`src/rtl/cetto_pkg.sv`:
```
// ----------------------------------------------------------------------------
// cetto_pkg
// Shared types, codes, saturating arithmetic and the controller program
// for the cubic escape-time unit.
// ----------------------------------------------------------------------------
`default_nettype none

package cetto_pkg;

   // Defaults for the top-level parameters.
   localparam int COORD_WIDTH_DEF = 32;
   localparam int FRAC_BITS_DEF   = 24;

   // Internal working format: signed 64-bit, FRAC_BITS fraction bits.
   localparam int WORK_WIDTH = 64;
   localparam int HALF_WIDTH = WORK_WIDTH / 2;
   localparam int COUNT_WIDTH = 16;
   localparam int CODE_WIDTH = 19;

   localparam logic signed [WORK_WIDTH-1:0] WORK_MAX  = {1'b0, {(WORK_WIDTH-1){1'b1}}};
   localparam logic signed [WORK_WIDTH-1:0] WORK_MIN  = {1'b1, {(WORK_WIDTH-1){1'b0}}};
   localparam logic signed [WORK_WIDTH-1:0] WORK_ZERO = '0;

   localparam logic signed [CODE_WIDTH-1:0] CODE_BOUNDED     = '1;
   localparam logic signed [CODE_WIDTH-1:0] CODE_BAND_OFFSET = CODE_WIDTH'(21);

   // Configuration port.
   localparam int CSR_INDEX_WIDTH = 2;
   localparam int CSR_DATA_WIDTH  = 16;
   typedef logic [CSR_INDEX_WIDTH-1:0] csr_index_type;
   localparam csr_index_type CSR_SIGN_A   = 2'd0;
   localparam csr_index_type CSR_SIGN_B   = 2'd1;
   localparam csr_index_type CSR_MAX_ITER = 2'd2;

   localparam logic                   SIGN_A_RESET   = 1'b1;
   localparam logic                   SIGN_B_RESET   = 1'b0;
   localparam logic [COUNT_WIDTH-1:0] MAX_ITER_RESET = COUNT_WIDTH'(100);

   // Datapath operations.
   typedef logic [3:0] op_type;
   localparam op_type OP_NOP    = 4'd0;
   localparam op_type OP_LOAD   = 4'd1;
   localparam op_type OP_MUL    = 4'd2;
   localparam op_type OP_NEGA   = 4'd3;
   localparam op_type OP_ADD    = 4'd4;
   localparam op_type OP_SUB    = 4'd5;
   localparam op_type OP_INITP  = 4'd6;
   localparam op_type OP_INITN  = 4'd7;
   localparam op_type OP_STEP   = 4'd8;
   localparam op_type OP_SAVE   = 4'd9;
   localparam op_type OP_FINISH = 4'd10;

   // Datapath register selects.
   typedef logic [3:0] sel_type;
   localparam sel_type SEL_A   = 4'd0;
   localparam sel_type SEL_RE  = 4'd1;
   localparam sel_type SEL_IM  = 4'd2;
   localparam sel_type SEL_RE2 = 4'd3;
   localparam sel_type SEL_IM2 = 4'd4;
   localparam sel_type SEL_A3  = 4'd5;
   localparam sel_type SEL_BRE = 4'd6;
   localparam sel_type SEL_BIM = 4'd7;
   localparam sel_type SEL_T1  = 4'd8;
   localparam sel_type SEL_T2  = 4'd9;
   localparam sel_type SEL_P0  = 4'd10;
   localparam sel_type SEL_P1  = 4'd11;

   // Sequencer flow control.
   typedef logic [2:0] flow_type;
   localparam flow_type FL_NEXT      = 3'd0;
   localparam flow_type FL_JUMP      = 3'd1;
   localparam flow_type FL_IF_LIMIT  = 3'd2;
   localparam flow_type FL_IF_ESCAPE = 3'd3;
   localparam flow_type FL_ORBIT_END = 3'd4;
   localparam flow_type FL_END       = 3'd5;

   typedef logic [4:0] pc_type;
   localparam pc_type PC_ORBIT_TOP = 5'd6;
   localparam pc_type PC_ORBIT_END = 5'd24;
   localparam pc_type PC_FINISH    = 5'd26;

   typedef struct packed {
      op_type   op;
      sel_type  src_a;
      sel_type  src_b;
      sel_type  dst;
      flow_type flow;
      pc_type   target;
   } instr_type;

   typedef struct packed {
      logic    valid;
      op_type  op;
      sel_type src_a;
      sel_type src_b;
      sel_type dst;
   } cmd_type;

   typedef struct packed {
      logic mul_done;
      logic at_limit;
      logic escaped;
      logic pair_mode;
      logic orbit2;
   } status_type;

   function automatic logic signed [WORK_WIDTH-1:0] sat_add(
      input logic signed [WORK_WIDTH-1:0] x,
      input logic signed [WORK_WIDTH-1:0] y);
      logic signed [WORK_WIDTH:0] s;
      s = {x[WORK_WIDTH-1], x} + {y[WORK_WIDTH-1], y};
      if (s[WORK_WIDTH] != s[WORK_WIDTH-1]) begin
         return s[WORK_WIDTH] ? WORK_MIN : WORK_MAX;
      end
      return s[WORK_WIDTH-1:0];
   endfunction

   function automatic logic signed [WORK_WIDTH-1:0] sat_sub(
      input logic signed [WORK_WIDTH-1:0] x,
      input logic signed [WORK_WIDTH-1:0] y);
      logic signed [WORK_WIDTH:0] s;
      s = {x[WORK_WIDTH-1], x} - {y[WORK_WIDTH-1], y};
      if (s[WORK_WIDTH] != s[WORK_WIDTH-1]) begin
         return s[WORK_WIDTH] ? WORK_MIN : WORK_MAX;
      end
      return s[WORK_WIDTH-1:0];
   endfunction

   function automatic instr_type mk(input op_type op, input sel_type sa,
                                    input sel_type sb, input sel_type dst,
                                    input flow_type flow, input pc_type target);
      instr_type r;
      r.op     = op;
      r.src_a  = sa;
      r.src_b  = sb;
      r.dst    = dst;
      r.flow   = flow;
      r.target = target;
      return r;
   endfunction

   // Controller program. One orbit runs from PC_ORBIT_TOP to PC_ORBIT_END;
   // the second orbit re-enters it after the negated start point is loaded.
   function automatic instr_type prog_rom(input pc_type pc);
      instr_type r;
      case (pc)
         5'd0:  r = mk(OP_LOAD,   SEL_A,   SEL_A,   SEL_A,   FL_NEXT, '0);
         5'd1:  r = mk(OP_MUL,    SEL_A,   SEL_A,   SEL_A3,  FL_NEXT, '0);
         5'd2:  r = mk(OP_NEGA,   SEL_A,   SEL_A,   SEL_A3,  FL_NEXT, '0);
         5'd3:  r = mk(OP_ADD,    SEL_A3,  SEL_A3,  SEL_T1,  FL_NEXT, '0);
         5'd4:  r = mk(OP_ADD,    SEL_A3,  SEL_T1,  SEL_A3,  FL_NEXT, '0);
         5'd5:  r = mk(OP_INITP,  SEL_A,   SEL_A,   SEL_A,   FL_NEXT, '0);
         5'd6:  r = mk(OP_MUL,    SEL_RE,  SEL_RE,  SEL_RE2, FL_NEXT, '0);
         5'd7:  r = mk(OP_MUL,    SEL_IM,  SEL_IM,  SEL_IM2, FL_NEXT, '0);
         5'd8:  r = mk(OP_NOP,    SEL_A,   SEL_A,   SEL_A,   FL_IF_LIMIT, PC_ORBIT_END);
         5'd9:  r = mk(OP_ADD,    SEL_RE2, SEL_IM2, SEL_P0,  FL_NEXT, '0);
         5'd10: r = mk(OP_NOP,    SEL_A,   SEL_A,   SEL_A,   FL_IF_ESCAPE, PC_ORBIT_END);
         5'd11: r = mk(OP_SUB,    SEL_RE2, SEL_IM2, SEL_T1,  FL_NEXT, '0);
         5'd12: r = mk(OP_SUB,    SEL_T1,  SEL_A3,  SEL_T1,  FL_NEXT, '0);
         5'd13: r = mk(OP_MUL,    SEL_RE,  SEL_IM,  SEL_T2,  FL_NEXT, '0);
         5'd14: r = mk(OP_ADD,    SEL_T2,  SEL_T2,  SEL_T2,  FL_NEXT, '0);
         5'd15: r = mk(OP_MUL,    SEL_T1,  SEL_RE,  SEL_P0,  FL_NEXT, '0);
         5'd16: r = mk(OP_MUL,    SEL_T2,  SEL_IM,  SEL_P1,  FL_NEXT, '0);
         5'd17: r = mk(OP_SUB,    SEL_P0,  SEL_P1,  SEL_P0,  FL_NEXT, '0);
         5'd18: r = mk(OP_ADD,    SEL_P0,  SEL_BRE, SEL_P0,  FL_NEXT, '0);
         5'd19: r = mk(OP_MUL,    SEL_T1,  SEL_IM,  SEL_P1,  FL_NEXT, '0);
         5'd20: r = mk(OP_MUL,    SEL_T2,  SEL_RE,  SEL_T1,  FL_NEXT, '0);
         5'd21: r = mk(OP_ADD,    SEL_P1,  SEL_T1,  SEL_P1,  FL_NEXT, '0);
         5'd22: r = mk(OP_ADD,    SEL_P1,  SEL_BIM, SEL_P1,  FL_NEXT, '0);
         5'd23: r = mk(OP_STEP,   SEL_A,   SEL_A,   SEL_A,   FL_JUMP, PC_ORBIT_TOP);
         5'd24: r = mk(OP_SAVE,   SEL_A,   SEL_A,   SEL_A,   FL_ORBIT_END, PC_FINISH);
         5'd25: r = mk(OP_INITN,  SEL_A,   SEL_A,   SEL_A,   FL_JUMP, PC_ORBIT_TOP);
         5'd26: r = mk(OP_FINISH, SEL_A,   SEL_A,   SEL_A,   FL_END,  '0);
         default: r = mk(OP_NOP,  SEL_A,   SEL_A,   SEL_A,   FL_END,  '0);
      endcase
      return r;
   endfunction

endpackage

`default_nettype wire

```
`src/rtl/cetto_ctrl.sv`:
```
// ----------------------------------------------------------------------------
// cetto_ctrl
// Sequencer for the escape-time unit. Steps through the program in the
// package, issues one datapath command per cycle, waits on the multiplier
// and branches on the limit, escape and orbit status.
// ----------------------------------------------------------------------------
`default_nettype none

module cetto_ctrl (
   input  wire  logic                    clock,
   input  wire  logic                    reset,
   input  wire  logic                    start,
   output logic                          busy,
   output cetto_pkg::cmd_type            cmd,
   input  wire  cetto_pkg::status_type   status
);
   import cetto_pkg::*;

   localparam logic [1:0] ST_IDLE = 2'd0;
   localparam logic [1:0] ST_RUN  = 2'd1;
   localparam logic [1:0] ST_WAIT = 2'd2;

   logic [1:0] state_ff, state_in;
   pc_type     pc_ff, pc_in;
   instr_type  instr;
   pc_type     pc_next;
   logic       taken;

   assign instr   = prog_rom(pc_ff);
   assign pc_next = pc_ff + 5'd1;

   always_comb begin
      case (instr.flow)
         FL_JUMP:      taken = 1'b1;
         FL_IF_LIMIT:  taken = status.at_limit;
         FL_IF_ESCAPE: taken = status.escaped;
         FL_ORBIT_END: taken = !(status.pair_mode && !status.orbit2);
         default:      taken = 1'b0;
      endcase
   end

   always_comb begin
      cmd.valid = 1'b0;
      cmd.op    = instr.op;
      cmd.src_a = instr.src_a;
      cmd.src_b = instr.src_b;
      cmd.dst   = instr.dst;
      state_in  = state_ff;
      pc_in     = pc_ff;
      case (state_ff)
         ST_IDLE: begin
            // The program counter rests on the load step while idle.
            if (start) begin
               cmd.valid = 1'b1;
               pc_in     = pc_next;
               state_in  = ST_RUN;
            end
         end
         ST_RUN: begin
            cmd.valid = 1'b1;
            if (instr.op == OP_MUL) begin
               state_in = ST_WAIT;
            end else if (instr.flow == FL_END) begin
               pc_in    = '0;
               state_in = ST_IDLE;
            end else begin
               pc_in = taken ? instr.target : pc_next;
            end
         end
         ST_WAIT: begin
            if (status.mul_done) begin
               pc_in    = pc_next;
               state_in = ST_RUN;
            end
         end
         default: begin
            pc_in    = '0;
            state_in = ST_IDLE;
         end
      endcase
   end

   always_ff @(posedge clock) begin
      if (reset) begin
         state_ff <= ST_IDLE;
         pc_ff    <= '0;
      end else begin
         state_ff <= state_in;
         pc_ff    <= pc_in;
      end
   end

   assign busy = state_ff != ST_IDLE;

endmodule

`default_nettype wire

```
`config.mk`:
```
export PLATFORM = sky130hd
export DESIGN_NAME = cetto_ctrl
export DESIGN_NICKNAME = d
export VERILOG_FILES = /design/src/rtl/cetto_pkg.sv /design/src/rtl/cetto_ctrl.sv
export SDC_FILE = /design/constraint.sdc
export NUM_CORES = 1
export LEC_CHECK = 0
export CORE_MARGIN = 1.5
export CORE_UTILIZATION = 45
export DETAILED_ROUTE_END_ITERATION = 6
export DONT_BUFFER_PORTS = 1
export PLACE_DENSITY_LB_ADDON = 0.3
export SLEW_MARGIN = 20
export SYNTH_ARGS = -nofsm -noshare
export SYNTH_HDL_FRONTEND = slang
export SYNTH_SLANG_ARGS = --single-unit
```
`constraint.sdc`:
```
create_clock -name clock -period 3.9 [get_ports clock]
set_clock_uncertainty 0.1 [all_clocks]
set_input_delay 0.39 -clock clock [delete_from_list [all_inputs] [get_ports clock]]
set_output_delay 0.39 -clock clock [all_outputs]
set_load 0.02 [all_outputs]
```
==> out/metrics.cfg <==
[outcome]
outcome=finished, final reports clean

[layout]
antennaDiodeCount=0
fillers=389
syn2layout_area_growth_pct=-0.462
fin_nets=221
finalNonFillerCells=256
final_common_cell=dfxtp_1
drive_above_1_share=0.141
final_cell_mix=dfxtp_1 (29), nand2_1 (19), a21oi_1 (17)

[cts]
clock_path_buffers=2
clock_latency_ns=0.28
cts_root_buffer=clkbuf_8
cts.clk_slew.worst_paths_ns=0.06
cts-resized-gates=0
post-cts-setup-buffers=0
cts_tree=done
hold_buffers=0
cts-htree-levels=2
cts_buffers=5
clock-sinks=29

[yosys]
async_reset_ff_frac=0
yosys_most_used_dff=dfxtp_1
synth.distinct_cells=62
yosysSeqAreaShare=0.306
synth.avg_cell_area_um2=8.58
synthesis.nets=237
ys_ff_latch=29
synth_cells=221
synth_area_mm2=0.00190
synth_warnings=0
synth-edff-count=0

[timing]
slew_viol_final=0
worstMarginPinSlew_ns=0.939
fin_ws_ns=0.436
fin_hold_ws_ns=0.0641
min_period_over_period=0.888
final.min_clock_period_ns=3.46
relSlewSlack=0.372
setup_viol=0
hold_viol_final=0
final.setup.tns_ns=0
rsz0062_at_grt=no
fmax_mhz=289

[place]
hpwlAfterDp_mm=3.02
io_buffers=0
place_congestion=0.868
pre_cts_ws_ns=0.567
place_inst=248

[flow_run]
max-cap-violations=0

[pwr]
powerDensity_mw_per_mm2=541
ir_worst_vdd_uv=121
total_power_mw=1.02
p_leak_nw=0.769

[detailed_routing]
drc=0
vias=1518
wirelength_mm=4.15
first_pass_iters=5
post_drt_wl_per_cell_um=16.2
drt_iter0_markers=190
ant_nets=0
viasPerCell=5.93

[worst_hold_path]
worstHoldEndpoint=state_ff[0]$_SDFFE_PP0P_
holdPathStages=1
worstHoldPathType=input port to flop
hp-start=reset

[worst_setup_path]
cp_slowest_cell=dfxtp_1
crit_fanout=14
rr_startpoint=state_ff[0]$_SDFFE_PP0P_
worst_path_dominant_cell_family=simple AND/OR/NAND/NOR gates
critPathKind=flop to flop
r2r_slack_ns=0.44
crit_path_end_kind=flop
critPathBufInv=1
start_kind=flop
crit_arrival_ns=3.59
path_cells=nor2b_1 > o2bb2ai_1 > and2_1 > a21oi_1 > nor2_1 > ha_1 > inv_1 > or3_4 > o31ai_1 > a22o_1
worstPathRequired_ns=4.02
reg2reg_to=instr[17]$_DFF_P_
max_stage_delay_ns=0.61
reg2reg_depth=10

[floorplan]
die_h_um=67.9
coreArea_mm2=0.00403
dieWidth_um=67.9
io_pins=26
rows=23
die_area_mm2=0.00461
initial_core_util=0.471

[global_route]
grt_max_degree=24
overflow=0
grtUsageTotal=0.194
grt_pass1_wl_mm=6.58
antenna_found_initial=0
grt_pass1_vias=1349

[state kept, by name (all words and copies together) (netlist names)]
signal	cells
state_ff	2
instr	22
pc_ff	5
[power by group]
part | switching [mW] | total [mW] | internal (mW)
combinational | 0.212 | 0.344 | 0.132
clock | 0.111 | 0.234 | 0.123
sequential | 0.0904 | 0.444 | 0.353
total | 0.413 | 1.02 | 0.608
[metal layers]
| layer | vias up | share of wire | global-route usage |
|---|---|---|---|
| met4 | 0 | 0.020 | 0.0800 |
| met3 | 9 | 0.061 | 0.0493 |
| met1 | 717 | 0.47 | 0.254 |
| li1 | 742 | - | - |
| met2 | 50 | 0.45 | 0.302 |
| met5 | - | 0 | 0 |
[per-stage QoR]
step	cell area (µm²)	utilization
detailed placement	1810	0.448
floorplan	1900	-
finish	1890	0.469
CTS	1890	0.469
global placement	1810	0.448
global route	1890	0.469
[how the worst max path moves through the flow]
stage | cells past startpoint | slack [ns] | start | end
after floorplan | 13 | 1.11 | status[1] | instr[17]$_DFF_P_
after global placement | 10 | 0.65 | state_ff[0]$_SDFFE_PP0P_ | instr[17]$_DFF_P_
after detailed placement | 10 | 0.57 | state_ff[0]$_SDFFE_PP0P_ | instr[17]$_DFF_P_
after CTS | 10 | 0.54 | state_ff[0]$_SDFFE_PP0P_ | instr[17]$_DFF_P_
after global routing | 10 | 0.25 | state_ff[0]$_SDFFE_PP0P_ | instr[8]$_DFF_P_
final | 10 | 0.44 | state_ff[0]$_SDFFE_PP0P_ | instr[17]$_DFF_P_
[synthesized netlist by cell type, drive strengths merged (2+ instances only)]
master | instances | share of area
dfxtp | 29 | 0.31
nand2 | 22 | 0.053
buf | 21 | 0.080
a21oi | 17 | 0.045
nor2 | 17 | 0.039
inv | 13 | 0.026
ha | 8 | 0.053
nand3 | 8 | 0.021
nor3 | 7 | 0.021
o211ai | 7 | 0.030
o21ai | 7 | 0.020
o31ai | 5 | 0.030
clkbuf | 4 | 0.0092
nand2b | 4 | 0.013
nor2b | 4 | 0.013
a22oi | 3 | 0.012
and2 | 3 | 0.0099
o221ai | 3 | 0.014
xnor2 | 3 | 0.014
a21boi | 2 | 0.0079
a221oi | 2 | 0.018
a22o | 2 | 0.0092
a2bb2oi | 2 | 0.018
a31oi | 2 | 0.0066
and3 | 2 | 0.0066
and3b | 2 | 0.0092
mux2i | 2 | 0.011
o21a | 2 | 0.0079
or3 | 2 | 0.0092
[area by class of cell]
type / count / area, µm² / share of cell area
tap: 50 / 62.6 / 0.0331
inverter: 13 / 48.8 / 0.0258
clock inverter: 2 / 10.0 / 0.00530
clock buffer: 6 / 72.6 / 0.0384
sequential: 29 / 581 / 0.307
multi-input combinational: 154 / 1100 / 0.582
timing repair buffer: 2 / 15.0 / 0.00795
[cells by family after synthesis]
logic type,count (synthesis),share of synthesized area
xor gates and xnor gates,4,0.0185
adders and majority gates,8,0.0528
DFF,29,0.306
buffers and inverters,38,0.115
AOI/OAI and AO/OA,63,0.259
muxes,3,0.0185
and+or+nand+nor,76,0.230
Note: power is estimated with default switching activity, not from simulation.
